===== src/hdl/date_time_field_editor_core_defines.svh =====
// Assertion macros used by the date and time field editor core.
`ifndef DATE_TIME_FIELD_EDITOR_CORE_DEFINES_SVH
`define DATE_TIME_FIELD_EDITOR_CORE_DEFINES_SVH

// Same-cycle implication, disabled while reset is asserted.
`define DTFE_ASSERT_IMP(label, clk, rst_n, ante, cons) \
    label: assert property (@(posedge clk) disable iff (!(rst_n)) (ante) |-> (cons)) \
        else $error("date_time_field_editor_core: check failed");

// Next-cycle implication, disabled while reset is asserted.
`define DTFE_ASSERT_NXT(label, clk, rst_n, ante, cons) \
    label: assert property (@(posedge clk) disable iff (!(rst_n)) (ante) |=> (cons)) \
        else $error("date_time_field_editor_core: check failed");

`endif


===== src/hdl/dtfe_pkg.sv =====
// Types, codes and calendar helpers for the date and time field editor.
package dtfe_pkg;

    typedef enum logic [2:0] {
        OP_SELECT  = 3'd0,
        OP_INC     = 3'd1,
        OP_DEC     = 3'd2,
        OP_LOAD    = 3'd3,
        OP_SAVE    = 3'd4,
        OP_DISCARD = 3'd5
    } t_opcode;

    typedef enum logic [2:0] {
        FLD_NONE   = 3'd0,
        FLD_HOUR   = 3'd1,
        FLD_MINUTE = 3'd2,
        FLD_SECOND = 3'd3,
        FLD_DATE   = 3'd4,
        FLD_MONTH  = 3'd5,
        FLD_YEAR   = 3'd6
    } t_field;

    typedef enum logic [2:0] {
        CFG_HOUR_MAX   = 3'd0,
        CFG_MINUTE_MAX = 3'd1,
        CFG_SECOND_MAX = 3'd2,
        CFG_DATE_MIN   = 3'd3,
        CFG_MONTH_MIN  = 3'd4,
        CFG_MONTH_MAX  = 3'd5,
        CFG_YEAR_MIN   = 3'd6,
        CFG_YEAR_MAX   = 3'd7
    } t_cfg_idx;

    localparam int unsigned CFG_DATA_W = 7;
    localparam logic [3:0]  MONTH_DEC  = 4'd12;
    localparam logic [3:0]  MONTH_FEB  = 4'd2;
    localparam logic [6:0]  YEAR_2100  = 7'd100;

    // Packed in the same order as the snapshot word (hour in the top bits).
    typedef struct packed {
        logic [4:0] hour;
        logic [5:0] minute;
        logic [5:0] second;
        logic [4:0] date;
        logic [3:0] month;
        logic [6:0] year;
    } t_time;

    typedef struct packed {
        logic [4:0] hour_max;
        logic [5:0] minute_max;
        logic [5:0] second_max;
        logic [4:0] date_min;
        logic [3:0] month_min;
        logic [3:0] month_max;
        logic [6:0] year_min;
        logic [6:0] year_max;
    } t_limits;

    typedef struct packed {
        logic [2:0] opcode;
        logic [2:0] field_select;
        t_time      load;
    } t_cmd;

    typedef struct packed {
        t_time      tm;
        t_time      snap;
        logic [2:0] sel;
        logic       differs;
        logic       commit;
    } t_step;

    // Gregorian rule on 2000 + yy: 2000 is leap, 2100 is not, else every fourth.
    function automatic logic [4:0] month_len(input logic [3:0] m, input logic [6:0] yy);
        logic leap;
        leap = (yy[1:0] == 2'b00) && (yy != YEAR_2100);
        if (m > MONTH_DEC) begin
            month_len = 5'd0;
        end else if (m == MONTH_FEB) begin
            month_len = leap ? 5'd29 : 5'd28;
        end else begin
            case (m)
                4'd1, 4'd3, 4'd5, 4'd7, 4'd8, 4'd10, 4'd12: month_len = 5'd31;
                default:                                      month_len = 5'd30;
            endcase
        end
    endfunction

    // Wrapping step: up wraps to lo at or above hi, down wraps to hi at or below lo.
    function automatic logic [6:0] wrap_step(input logic [6:0] v, input logic [6:0] lo,
                                             input logic [6:0] hi, input logic up);
        if (up) begin
            wrap_step = (v >= hi) ? lo : v + 7'd1;
        end else begin
            wrap_step = (v <= lo) ? hi : v - 7'd1;
        end
    endfunction

endpackage


===== src/hdl/dtfe_in_if.sv =====
// Command channel: opcode, field select and the time offered on load.
interface dtfe_in_if;
    logic       valid;
    logic       ready;
    logic [2:0] opcode;
    logic [2:0] field_select;
    logic [4:0] load_hour;
    logic [5:0] load_minute;
    logic [5:0] load_second;
    logic [4:0] load_date;
    logic [3:0] load_month;
    logic [6:0] load_year;

    modport source (
        output valid, opcode, field_select, load_hour, load_minute, load_second,
               load_date, load_month, load_year,
        input  ready
    );
    modport sink (
        input  valid, opcode, field_select, load_hour, load_minute, load_second,
               load_date, load_month, load_year,
        output ready
    );
endinterface


===== src/hdl/dtfe_out_if.sv =====
// Result channel: edited time, selected field, changed and commit flags.
interface dtfe_out_if;
    logic       valid;
    logic       ready;
    logic [4:0] cur_hour;
    logic [5:0] cur_minute;
    logic [5:0] cur_second;
    logic [4:0] cur_date;
    logic [3:0] cur_month;
    logic [6:0] cur_year;
    logic [2:0] cur_field;
    logic       differs;
    logic       commit;

    modport source (
        output valid, cur_hour, cur_minute, cur_second, cur_date, cur_month, cur_year,
               cur_field, differs, commit,
        input  ready
    );
    modport sink (
        input  valid, cur_hour, cur_minute, cur_second, cur_date, cur_month, cur_year,
               cur_field, differs, commit,
        output ready
    );
endinterface


===== src/hdl/dtfe_edit.sv =====
// Next-state logic for one command: select, wrap edit, date clamp, load and snapshot.
module dtfe_edit
    import dtfe_pkg::*;
(
    input  t_cmd       i_cmd,
    input  t_time      i_time,
    input  t_time      i_snap,
    input  logic [2:0] i_sel,
    input  t_limits    i_lim,
    output t_step      o_step
);

    t_time      edited;
    t_time      nxt_time;
    t_time      nxt_snap;
    logic [2:0] nxt_sel;
    logic       nxt_commit;
    logic       up;
    logic [4:0] clamp_lim;

    // Wrap the selected field, then clamp the date against the new month length.
    always_comb begin
        up        = (t_opcode'(i_cmd.opcode) == OP_INC);
        edited    = i_time;
        clamp_lim = 5'd0;
        case (t_field'(i_sel))
            FLD_HOUR:   edited.hour = 5'(wrap_step({2'd0, i_time.hour}, 7'd0,
                                                   {2'd0, i_lim.hour_max}, up));
            FLD_MINUTE: edited.minute = 6'(wrap_step({1'd0, i_time.minute}, 7'd0,
                                                     {1'd0, i_lim.minute_max}, up));
            FLD_SECOND: edited.second = 6'(wrap_step({1'd0, i_time.second}, 7'd0,
                                                     {1'd0, i_lim.second_max}, up));
            FLD_DATE:   edited.date = 5'(wrap_step({2'd0, i_time.date},
                                                   {2'd0, i_lim.date_min},
                                                   {2'd0, month_len(i_time.month, i_time.year)},
                                                   up));
            FLD_MONTH: begin
                edited.month = 4'(wrap_step({3'd0, i_time.month}, {3'd0, i_lim.month_min},
                                            {3'd0, i_lim.month_max}, up));
                clamp_lim = month_len(edited.month, edited.year);
                if (edited.date > clamp_lim) begin
                    edited.date = clamp_lim;
                end
            end
            FLD_YEAR: begin
                edited.year = wrap_step(i_time.year, i_lim.year_min, i_lim.year_max, up);
                clamp_lim = month_len(edited.month, edited.year);
                if (edited.date > clamp_lim) begin
                    edited.date = clamp_lim;
                end
            end
            default: edited = i_time;
        endcase
    end

    always_comb begin
        nxt_time   = i_time;
        nxt_snap   = i_snap;
        nxt_sel    = i_sel;
        nxt_commit = 1'b0;
        case (t_opcode'(i_cmd.opcode))
            OP_SELECT: begin
                if (i_cmd.field_select <= FLD_YEAR) begin
                    nxt_sel = i_cmd.field_select;
                end
            end
            OP_INC, OP_DEC: nxt_time = edited;
            OP_LOAD: begin
                nxt_time = i_cmd.load;
                nxt_snap = i_cmd.load;
                nxt_sel  = FLD_NONE;
            end
            OP_SAVE: begin
                nxt_commit = (i_time != i_snap);
                nxt_snap   = i_time;
            end
            OP_DISCARD: nxt_snap = i_time;
            default: nxt_time = i_time;
        endcase
    end

    assign o_step.tm      = nxt_time;
    assign o_step.snap    = nxt_snap;
    assign o_step.sel     = nxt_sel;
    assign o_step.commit  = nxt_commit;
    assign o_step.differs = (nxt_time != nxt_snap);

endmodule


===== src/hdl/date_time_field_editor_core.sv =====
// Top level of the date and time field editor: state, limits and result register.
// Edits a calendar time (hour, minute, second, date, month, two-digit year standing
// for 2000 + year) one command beat at a time: select a field, step it up or down
// with wrap-around, load a fresh time, save or discard. Every command beat yields
// exactly one result beat carrying the time and selection after the command, a
// changed flag against the snapshot taken at the last load, save or discard, and
// a commit flag raised by a save that found a change. The edit, date clamp and
// snapshot compare sit in one combinational pass between the state registers and
// the result register, so a new command is taken every cycle while the result side
// is ready. The result register holds a beat the sink has not taken; the command
// side stalls only while that beat is held.
// Wrap limits are written through the plain write port (index 0 hour_max to 7
// year_max) and must only be changed while no command is in flight. Reset clears
// the time, snapshot and selection to zero and returns the limits to 23, 59, 59,
// 1, 1, 12, 0 and 99.
`include "date_time_field_editor_core_defines.svh"

module date_time_field_editor_core
    import dtfe_pkg::*;
(
    input  logic                  i_clk,
    input  logic                  i_rst_n,
    input  logic                  i_cfg_we,
    input  logic [2:0]            i_cfg_idx,
    input  logic [CFG_DATA_W-1:0] i_cfg_data,
    dtfe_in_if.sink               i_in,
    dtfe_out_if.source            o_out
);

    t_limits    r_lim;
    t_time      r_time;
    t_time      r_snap;
    logic [2:0] r_sel;
    logic       r_out_valid;
    t_step      r_out;

    t_cmd       cmd;
    t_step      step;
    logic       in_fire;

    // Free the command side whenever the result slot is empty or being drained.
    assign i_in.ready = !r_out_valid || o_out.ready;
    assign in_fire    = i_in.valid && i_in.ready;

    assign cmd.opcode       = i_in.opcode;
    assign cmd.field_select = i_in.field_select;
    assign cmd.load.hour    = i_in.load_hour;
    assign cmd.load.minute  = i_in.load_minute;
    assign cmd.load.second  = i_in.load_second;
    assign cmd.load.date    = i_in.load_date;
    assign cmd.load.month   = i_in.load_month;
    assign cmd.load.year    = i_in.load_year;

    dtfe_edit u_edit (
        .i_cmd  (cmd),
        .i_time (r_time),
        .i_snap (r_snap),
        .i_sel  (r_sel),
        .i_lim  (r_lim),
        .o_step (step)
    );

    // Limit registers: truncate the write data to each register's width.
    always_ff @(posedge i_clk) begin
        if (!i_rst_n) begin
            r_lim.hour_max   <= 5'd23;
            r_lim.minute_max <= 6'd59;
            r_lim.second_max <= 6'd59;
            r_lim.date_min   <= 5'd1;
            r_lim.month_min  <= 4'd1;
            r_lim.month_max  <= 4'd12;
            r_lim.year_min   <= 7'd0;
            r_lim.year_max   <= 7'd99;
        end else if (i_cfg_we) begin
            case (t_cfg_idx'(i_cfg_idx))
                CFG_HOUR_MAX:   r_lim.hour_max   <= i_cfg_data[4:0];
                CFG_MINUTE_MAX: r_lim.minute_max <= i_cfg_data[5:0];
                CFG_SECOND_MAX: r_lim.second_max <= i_cfg_data[5:0];
                CFG_DATE_MIN:   r_lim.date_min   <= i_cfg_data[4:0];
                CFG_MONTH_MIN:  r_lim.month_min  <= i_cfg_data[3:0];
                CFG_MONTH_MAX:  r_lim.month_max  <= i_cfg_data[3:0];
                CFG_YEAR_MIN:   r_lim.year_min   <= i_cfg_data[6:0];
                CFG_YEAR_MAX:   r_lim.year_max   <= i_cfg_data[6:0];
                default:        r_lim            <= r_lim;
            endcase
        end
    end

    // Editor state: advance on every accepted command beat.
    always_ff @(posedge i_clk) begin
        if (!i_rst_n) begin
            r_time <= '0;
            r_snap <= '0;
            r_sel  <= FLD_NONE;
        end else if (in_fire) begin
            r_time <= step.tm;
            r_snap <= step.snap;
            r_sel  <= step.sel;
        end
    end

    // Result slot: load on a command beat, drop once the sink takes it.
    always_ff @(posedge i_clk) begin
        if (!i_rst_n) begin
            r_out_valid <= 1'b0;
        end else if (in_fire) begin
            r_out_valid <= 1'b1;
        end else if (o_out.ready) begin
            r_out_valid <= 1'b0;
        end
    end

    always_ff @(posedge i_clk) begin
        if (in_fire) begin
            r_out <= step;
        end
    end

    assign o_out.valid      = r_out_valid;
    assign o_out.cur_hour   = r_out.tm.hour;
    assign o_out.cur_minute = r_out.tm.minute;
    assign o_out.cur_second = r_out.tm.second;
    assign o_out.cur_date   = r_out.tm.date;
    assign o_out.cur_month  = r_out.tm.month;
    assign o_out.cur_year   = r_out.tm.year;
    assign o_out.cur_field  = r_out.sel;
    assign o_out.differs    = r_out.differs;
    assign o_out.commit     = r_out.commit;

    // A held result always describes the live state: both change on the same beat.
    `DTFE_ASSERT_IMP(a_differs_tracks_state, i_clk, i_rst_n, r_out_valid, (r_out.differs == (r_time != r_snap)) && (r_out.tm == r_time))
    // A save that commits also refreshes the snapshot, so the time reads unchanged.
    `DTFE_ASSERT_IMP(a_commit_clears_differs, i_clk, i_rst_n, r_out_valid && r_out.commit, !r_out.differs)
    // A load clears the selection and matches the snapshot.
    `DTFE_ASSERT_NXT(a_load_resets_edit, i_clk, i_rst_n, in_fire && (i_in.opcode == OP_LOAD), r_out_valid && !r_out.differs && (r_sel == FLD_NONE))
    // A month step never leaves the date beyond the new month length.
    `DTFE_ASSERT_NXT(a_month_step_clamps, i_clk, i_rst_n, in_fire && (r_sel == FLD_MONTH) && ((i_in.opcode == OP_INC) || (i_in.opcode == OP_DEC)), r_time.date <= month_len(r_time.month, r_time.year))

endmodule

===== src/flat_wrapper.sv =====
// flat-port wrapper written by rule: the top's interface ports become plain ports
module date_time_field_editor_core_flat import dtfe_pkg::*;
  (i_clk, i_rst_n, i_cfg_we, i_cfg_idx, i_cfg_data, i_in_valid, i_in_opcode, i_in_field_select, i_in_load_hour, i_in_load_minute, i_in_load_second, i_in_load_date, i_in_load_month, i_in_load_year, i_in_ready, o_out_valid, o_out_cur_hour, o_out_cur_minute, o_out_cur_second, o_out_cur_date, o_out_cur_month, o_out_cur_year, o_out_cur_field, o_out_differs, o_out_commit, o_out_ready);
  dtfe_in_if i_in_i ();
  dtfe_out_if o_out_i ();
  input  logic i_clk;
  input  logic i_rst_n;
  input  logic i_cfg_we;
  input  logic [2:0] i_cfg_idx;
  input  logic [CFG_DATA_W-1:0] i_cfg_data;
  input wire logic [$bits(i_in_i.valid)-1:0] i_in_valid;
  input wire logic [$bits(i_in_i.opcode)-1:0] i_in_opcode;
  input wire logic [$bits(i_in_i.field_select)-1:0] i_in_field_select;
  input wire logic [$bits(i_in_i.load_hour)-1:0] i_in_load_hour;
  input wire logic [$bits(i_in_i.load_minute)-1:0] i_in_load_minute;
  input wire logic [$bits(i_in_i.load_second)-1:0] i_in_load_second;
  input wire logic [$bits(i_in_i.load_date)-1:0] i_in_load_date;
  input wire logic [$bits(i_in_i.load_month)-1:0] i_in_load_month;
  input wire logic [$bits(i_in_i.load_year)-1:0] i_in_load_year;
  output wire logic [$bits(i_in_i.ready)-1:0] i_in_ready;
  output wire logic [$bits(o_out_i.valid)-1:0] o_out_valid;
  output wire logic [$bits(o_out_i.cur_hour)-1:0] o_out_cur_hour;
  output wire logic [$bits(o_out_i.cur_minute)-1:0] o_out_cur_minute;
  output wire logic [$bits(o_out_i.cur_second)-1:0] o_out_cur_second;
  output wire logic [$bits(o_out_i.cur_date)-1:0] o_out_cur_date;
  output wire logic [$bits(o_out_i.cur_month)-1:0] o_out_cur_month;
  output wire logic [$bits(o_out_i.cur_year)-1:0] o_out_cur_year;
  output wire logic [$bits(o_out_i.cur_field)-1:0] o_out_cur_field;
  output wire logic [$bits(o_out_i.differs)-1:0] o_out_differs;
  output wire logic [$bits(o_out_i.commit)-1:0] o_out_commit;
  input wire logic [$bits(o_out_i.ready)-1:0] o_out_ready;
  assign i_in_i.valid = i_in_valid;
  assign i_in_i.opcode = i_in_opcode;
  assign i_in_i.field_select = i_in_field_select;
  assign i_in_i.load_hour = i_in_load_hour;
  assign i_in_i.load_minute = i_in_load_minute;
  assign i_in_i.load_second = i_in_load_second;
  assign i_in_i.load_date = i_in_load_date;
  assign i_in_i.load_month = i_in_load_month;
  assign i_in_i.load_year = i_in_load_year;
  assign i_in_ready = i_in_i.ready;
  assign o_out_valid = o_out_i.valid;
  assign o_out_cur_hour = o_out_i.cur_hour;
  assign o_out_cur_minute = o_out_i.cur_minute;
  assign o_out_cur_second = o_out_i.cur_second;
  assign o_out_cur_date = o_out_i.cur_date;
  assign o_out_cur_month = o_out_i.cur_month;
  assign o_out_cur_year = o_out_i.cur_year;
  assign o_out_cur_field = o_out_i.cur_field;
  assign o_out_differs = o_out_i.differs;
  assign o_out_commit = o_out_i.commit;
  assign o_out_i.ready = o_out_ready;
  date_time_field_editor_core u_core (.i_clk(i_clk), .i_rst_n(i_rst_n), .i_cfg_we(i_cfg_we), .i_cfg_idx(i_cfg_idx), .i_cfg_data(i_cfg_data), .i_in(i_in_i), .o_out(o_out_i));
endmodule

===== config.mk =====
export PLATFORM = sky130hd
export DESIGN_NAME = date_time_field_editor_core_flat
export DESIGN_NICKNAME = d
export VERILOG_FILES = /design/src/hdl/dtfe_pkg.sv /design/src/hdl/dtfe_in_if.sv /design/src/hdl/dtfe_out_if.sv /design/src/hdl/dtfe_edit.sv /design/src/hdl/date_time_field_editor_core.sv /design/src/flat_wrapper.sv
export VERILOG_INCLUDE_DIRS = /design/src /design/src/hdl
export SDC_FILE = /design/constraint.sdc
export NUM_CORES = 1
export LEC_CHECK = 0
export BUFFER_PORTS_ARGS = -buffer_cell sky130_fd_sc_hd__clkbuf_2
export CAP_MARGIN = 20
export CORE_MARGIN = 8
export CORE_UTILIZATION = 30
export DETAILED_ROUTE_END_ITERATION = 7
export PLACE_DENSITY = 0.53
export SYNTH_ARGS = -nofsm -noshare
export SYNTH_HDL_FRONTEND = slang
export SYNTH_SLANG_ARGS = --single-unit

===== constraint.sdc =====
create_clock -name i_clk -period 6.4 [get_ports i_clk]
set_clock_uncertainty 0.05 [all_clocks]
set_input_delay 0.64 -clock i_clk [delete_from_list [all_inputs] [get_ports i_clk]]
set_output_delay 0.64 -clock i_clk [all_outputs]
set_load 0.02 [all_outputs]

==> results of run 1 <==
-- logic make-up (layout without fill, tap and decap cells) --
logic type                 count (synthesis)  count (layout)  synth area share
buffers and inverters                    185             229            0.0610
xor gates and xnor gates                  80              80            0.0578
and+or+nand+nor                          545             545             0.228
DFF                                      152             152             0.279
adders and majority gates                 70              70            0.0714
muxes                                     48              48            0.0398
AOI/OAI and AO/OA                        447             447             0.263
-- stage by stage --
step	setup WS (ns)	power [mW]	hold slack, ns	utilization
4_1_cts	0.852	3.03	0.354	0.340
5_1_grt	0.292	3.15	0.402	0.340
6_report	0.724	3.01	0.368	0.340
3_3_place_gp	0.794	1.95	0.409	0.325
3_5_place_dp	0.798	1.95	0.419	0.325
2_1_floorplan	1.69	1.67	0.393	-
-- Yosys cell counts (6+ instances only) --
master / count
ha_1: 70
nand4_1: 23
nor3_1: 37
buf_2: 19
a31oi_1: 11
a21oi_1: 77
edfxtp_1: 38
a211oi_1: 31
nor2b_1: 45
o211a_1: 31
dfxtp_1: 114
a311oi_1: 6
nand2_1: 174
and3_1: 21
xor2_1: 27
nor3b_1: 21
clkbuf_1: 78
a221oi_1: 12
nand3_1: 51
nand2b_1: 13
and3b_1: 6
inv_1: 72
nor4_1: 13
nand3b_1: 6
nor2_1: 87
mux2i_1: 42
xnor2_1: 52
and2_1: 13
o22ai_1: 13
o31ai_1: 12
o211ai_1: 31
a22oi_1: 14
a21o_1: 15
a21boi_0: 16
a2111oi_0: 12
buf_1: 10
o21a_1: 11
a22o_1: 8
o21ai_0: 69
-- power by group --
part / internal (mW) / total (mW) / switching (mW) / leakage [nW]
logic: 0.297 / 0.829 / 0.532 / 4.17
clock network: 0.575 / 1.07 / 0.493 / 0.300
registers: 1.04 / 1.12 / 0.0738 / 1.31
total: 1.91 / 3.01 / 1.10 / 5.78
-- cells in the final DEF, fill, tap and decap left out, drive strengths merged, types with 7 or more instances in the layout --
master,n
nand2,175
dfxtp,114
clkbuf,110
nor2,87
inv,82
a21oi,78
o21ai,73
ha,70
xnor2,52
nand3,51
nor2b,45
mux2i,42
edfxtp,38
nor3,37
buf,33
o211ai,31
a211oi,31
o211a,31
xor2,28
nand4,23
and3,21
nor3b,21
a21boi,18
a21o,15
a22oi,14
nor4,14
and2,14
a221oi,14
nand2b,13
o22ai,13
a2111oi,13
o31ai,12
a31oi,11
o21a,11
a22o,8
nand3b,7
-- worst max-delay path by stage --
stage	from	slack, ns	to	depth (start not counted)
floorplan	u_core.r_time[7]	1.69	u_core.r_time[11]	20
global placement	i_in_opcode[1]	0.79	u_core.r_time[11]	17
detailed placement	i_in_opcode[1]	0.80	u_core.r_time[11]	17
CTS	u_core.r_time[10]	0.85	u_core.r_time[11]	17
global route	u_core.r_time[7]	0.29	u_core.r_time[11]	19
finish	u_core.r_time[7]	0.72	u_core.r_time[11]	19
-- routing by layer --
| layer | track usage | share of wire |
|---|---|---|
| met1 | 0.285 | 0.46 |
| met5 | 0 | 0 |
| met3 | 0.0499 | 0.068 |
| met2 | 0.324 | 0.44 |
| met4 | 0.0849 | 0.033 |
-- flip-flops by register name, indices dropped and copies added (netlist names) --
name / cells
u_core.r_lim: 44
u_core.r_snap: 33
u_core.r_time: 33
u_core.o_out.cur_year: 7
u_core.o_out.cur_minute: 6
u_core.o_out.cur_second: 6
u_core.o_out.cur_date: 5
u_core.o_out.cur_hour: 5
u_core.o_out.cur_month: 4
u_core.o_out.cur_field: 3
u_core.r_sel: 3
u_core.o_out.commit: 1
u_core.o_out.differs: 1
u_core.o_out.valid: 1
-- layout make-up --
| type | count | area (um2) | share of cell area |
|---|---|---|---|
| well taps | 532 | 666 | 0.0483 |
| inverters | 72 | 273 | 0.0198 |
| repair buffers | 125 | 708 | 0.0514 |
| multi-input cells | 1190 | 8110 | 0.589 |
| clock inverters | 14 | 149 | 0.0108 |
| clock buffers | 18 | 450 | 0.0327 |
| flip-flops and latches | 152 | 3420 | 0.248 |
-- critical path: cells and delay by family, from the launching register on --
| family | cells | cell delay [ns] |
|---|---|---|
| adders and majority gates | 2 | 0.49 |
| AOI/OAI and AO/OA | 9 | 2.42 |
| muxes | 1 | 0.30 |
| DFF | 1 | 0.50 |
| and+or+nand+nor | 6 | 1.63 |
| buffers and inverters | 1 | 0.20 |
==> flow_summary.ini, run 1 <==
[logic_synthesis]
ys_seq_elements = 152
ys_warn_count = 0
avgSynthCellArea_um2 = 8.03
synthArstFlopShare = 0
yosys-top-cells-area = dfxtp_1 (19%), edfxtp_1 (9.3%), ha_1 (7.1%)
synth_nets = 1651
synth_edf_count = 38
yosysTopAreaCell = dfxtp_1
synth_cells = 1527
synth_flop_cell = dfxtp_1
syn-cell-area_um2 = 12300
synth_top_area_frac = 0.186
yosysSeqAreaShare = 0.279
synth_cell_types = 93

[worst_setup_path]
critPathSlowestCell = or4b_1
path_class = reg -> reg
crit_fanout = 9
cp-end-kind = flip-flop
worstPathCellList = inv_1, ha_1, nor2b_1, o211ai_1, a21oi_2, mux2i_1, o21ai_0, or4b_1, nand2_1, ha_1, nand2b_1, a21oi_1, o31ai_1, nor2_1, a311oi_1, o21ai_0, or2_2, o221a_2, a31o_2
cpPeakStageDelay_ns = 0.67
critPathLaunchType = flip-flop
r2r-start = u_core.r_time[7]
reg2reg_depth = 19
cp_data_arrival_time_ns = 6.00
r2r_end = u_core.r_time[11]
cp.required_ns = 6.72
ff2ff_setup_slack_ns = 0.72

[min_path]
worstHoldPathType = in -> reg
holdCritStartpoint = i_in_valid
hold_end = u_core.o_out.valid
hold_path_depth = 3

[clock_network]
tritoncts = yes
cts_hold_buf = 0
numClockSinks = 152
cts_root_buffer = clkbuf_16
clkSlewWorstSetupHoldPaths_ns = 0.07
cts_buffers = 17
cts_max_level = 4
cts_setup_buffers = 0
cts_resized = 0
clock_latency_ns = 0.48
clockBufferDepth = 2

[floorplan]
initial_core_util = 0.302
fp.dieW_um = 218
rows = 74
coreArea_um2 = 40600
die-area_um2 = 47600
die_h_um = 218
pin_count = 94

[placed_design]
postPlaceCellArea_um2 = 13200
io_buffer_count = 93
dpl.hpwl_mm = 38.5
dp.cells = 2071
place_congestion = 0.972

[global_routing]
grt_overflow = 0
grt.total_usage = 0.212
grt_pass1_wl_mm = 76.7
grt_pass1_vias = 11700
antenna_found_initial = 0
grt_max_degree = 84

[sta]
period_minus_slack_ns = 5.68
setup_viol = 0
period_share = 0.887
rsz0062_at_grt = no
hold_viol_final = 0
worst_slew_pin_slew_ns = 1.04
maxSlewViolCount = 0
final.setup.tns_ns = 0
maxSlewHeadroom = 0.304
fmax_ghz = 0.176

[cells_and_area]
layout-drive-gt1-share = 0.127
fill_cells = 4314
fin_cells = 2103
final_area_um2 = 13800
area_growth_pct = 12.3
nNetsFinal = 1682
n_antenna_cell = 0

[drt]
num_vias = 12100
vias_per_cell = 5.76
drt_iter0_drc = 1323
routed_wl_mm = 50.9
avgRoutedWirePerCell_um = 24.2
dr.pass1.iters = 6
ant_nets = 0
drcViolationCount = 0

[power_and_ir_drop]
ir_worst_vdd_mv = 0.195
p_per_area_nw_per_um2 = 219
p_leak_nw = 5.78

[run_status]
outcome = finished clean

[run]
maxCapViolCount = 0
Note: power is estimated with default switching activity, not from simulation.
==> run 2: changes to the inputs <==
PLACE_DENSITY = 0.48   (was 0.53)
==> run 2 against run 1 <==
Compared with the run above: routed wire length is 0.22% higher; critical path depth unchanged; highest routed layer unchanged; combinational power increased by 0.5%.
==> flow_summary.ini, run 2 (synthesized netlist as in run 1, its figures left out) <==
[drt]
drcViolationCount = 0
dr.pass1.iters = 6
avgRoutedWirePerCell_um = 24.2
num_vias = 12300
routed_wl_mm = 51.0
drt_iter0_drc = 1229
vias_per_cell = 5.82
ant_nets = 0

[worst_setup_path]
critPathSlowestCell = or4b_1
cpPeakStageDelay_ns = 0.64
cpMostUsedCell = ha_1
worstPathCellList = inv_1, ha_1, nor2b_1, o211ai_1, a21oi_2, mux2i_1, o21ai_0, or4b_1, nand2_1, ha_1, nand2b_1, a21oi_1, o31ai_1, o2bb2ai_1, a221o_1, or3_1, o2111ai_1, nor4_2, nand3_1
critPathLaunchType = flip-flop
cp-end-kind = flip-flop
cp_data_arrival_time_ns = 5.84
cp.required_ns = 6.54
crit_fanout = 9
path_buf_inv = 1
path_class = reg -> reg
crit_family = compound AO/OA/AOI/OAI gates

[cells_and_area]
area_growth_pct = 12.3
largestRegisters = u_core.r_lim: 44 flops, u_core.r_snap: 33 flops, u_core.r_time: 33 flops
layout_commonest_cell = nand2_1
largest_register_ffs = 44
top_register = u_core.r_lim
fin_util = 0.339
layout-drive-gt1-share = 0.129
layout_common_cells = nand2_1 (173), dfxtp_1 (114), clkbuf_2 (92)
final_area_um2 = 13800
n_antenna_cell = 0
nNetsFinal = 1686

[clock_network]
tritoncts = yes
cts_buffers = 17
clock_latency_ns = 0.46
numClockSinks = 152
cts_resized = 0
clockBufferDepth = 2
cts_hold_buf = 0
cts_setup_buffers = 0
clkSlewWorstSetupHoldPaths_ns = 0.07
cts_root_buffer = clkbuf_16
cts_max_level = 4

[sta]
setup_viol = 0
fmax_ghz = 0.176
hold_viol_final = 0
hold_slack_ns = 0.387
worst_slew_pin_slew_ns = 0.975
maxSlewHeadroom = 0.345
maxSlewViolCount = 0
period_share = 0.890
worst_slack_ns = 0.703
period_minus_slack_ns = 5.70
final.setup.tns_ns = 0
rsz0062_at_grt = no

[run]
maxCapViolCount = 0

[floorplan]
pin_count = 94
die_h_um = 218
initial_core_util = 0.302
rows = 74
die-area_um2 = 47600
fp.dieW_um = 218
coreArea_um2 = 40600

[global_routing]
grt_max_degree = 69
grt_pass1_wl_mm = 76.0
antenna_found_initial = 1
grt_pass1_vias = 11600
grt.total_usage = 0.210
grt_overflow = 0

[placed_design]
dpl.hpwl_mm = 38.3
dp_slack_ns = 0.680
io_buffer_count = 93
postPlaceCellArea_um2 = 13200
place_congestion = 0.937

[run_status]
outcome = finished clean

[min_path]
worstHoldPathType = in -> reg

[power_and_ir_drop]
p_leak_nw = 5.78
ir_worst_vdd_mv = 0.157
p_per_area_nw_per_um2 = 214
run 2: metrics by stage:
stage                     power, mW  instances
after floorplan                1.67       1527
after global placement         1.95       2074
after detailed placement       1.95       2074
after CTS                      2.96       2106
after global routing           3.08       2107
final                          2.95       2107
run 2: power breakdown:
group	leakage (nW)	internal [mW]	switching, mW	total, mW
registers	1.31	1.04	0.0754	1.12
clock network	0.270	0.517	0.478	0.995
logic	4.20	0.303	0.531	0.833
total	5.78	1.86	1.08	2.95
run 2: routing by layer:
metal	up-vias	wire [um]	track usage
met5	-	0	0
met4	0	1320	0.0690
met3	72	3200	0.0306
met2	526	22700	0.326
met1	5964	23700	0.294
li1	5705	-	-
run 2: path summary, 6_finish.rpt:
| path | startpoint | end | slack [ns] | cells past startpoint |
|---|---|---|---|---|
| max | u_core.r_time[7] | u_core.o_out.differs | 0.70 | 19 |
| min | i_cfg_data[6] | u_core.r_lim[6] | 0.39 | 3 |
| max reg2reg | u_core.r_time[7] | u_core.o_out.differs | 0.70 | 19 |
| min reg2reg | u_core.r_lim[3] | u_core.r_lim[3] | 0.43 | 2 |
run 2: worst min-delay path, cell delays in order:
cell      delay, ns
clkbuf_2       0.09
nand2_1        0.05
o211ai_1       0.08
run 2: final cells by class:
class | count | area [um2]
Inverter | 72 | 273
Timing Repair Buffer | 129 | 743
Fill cell | 4276 | 26800
Sequential cell | 152 | 3420
Clock buffer | 18 | 439
Multi-Input combinational cell | 1190 | 8110
Tap cell | 532 | 666
Clock inverter | 14 | 115
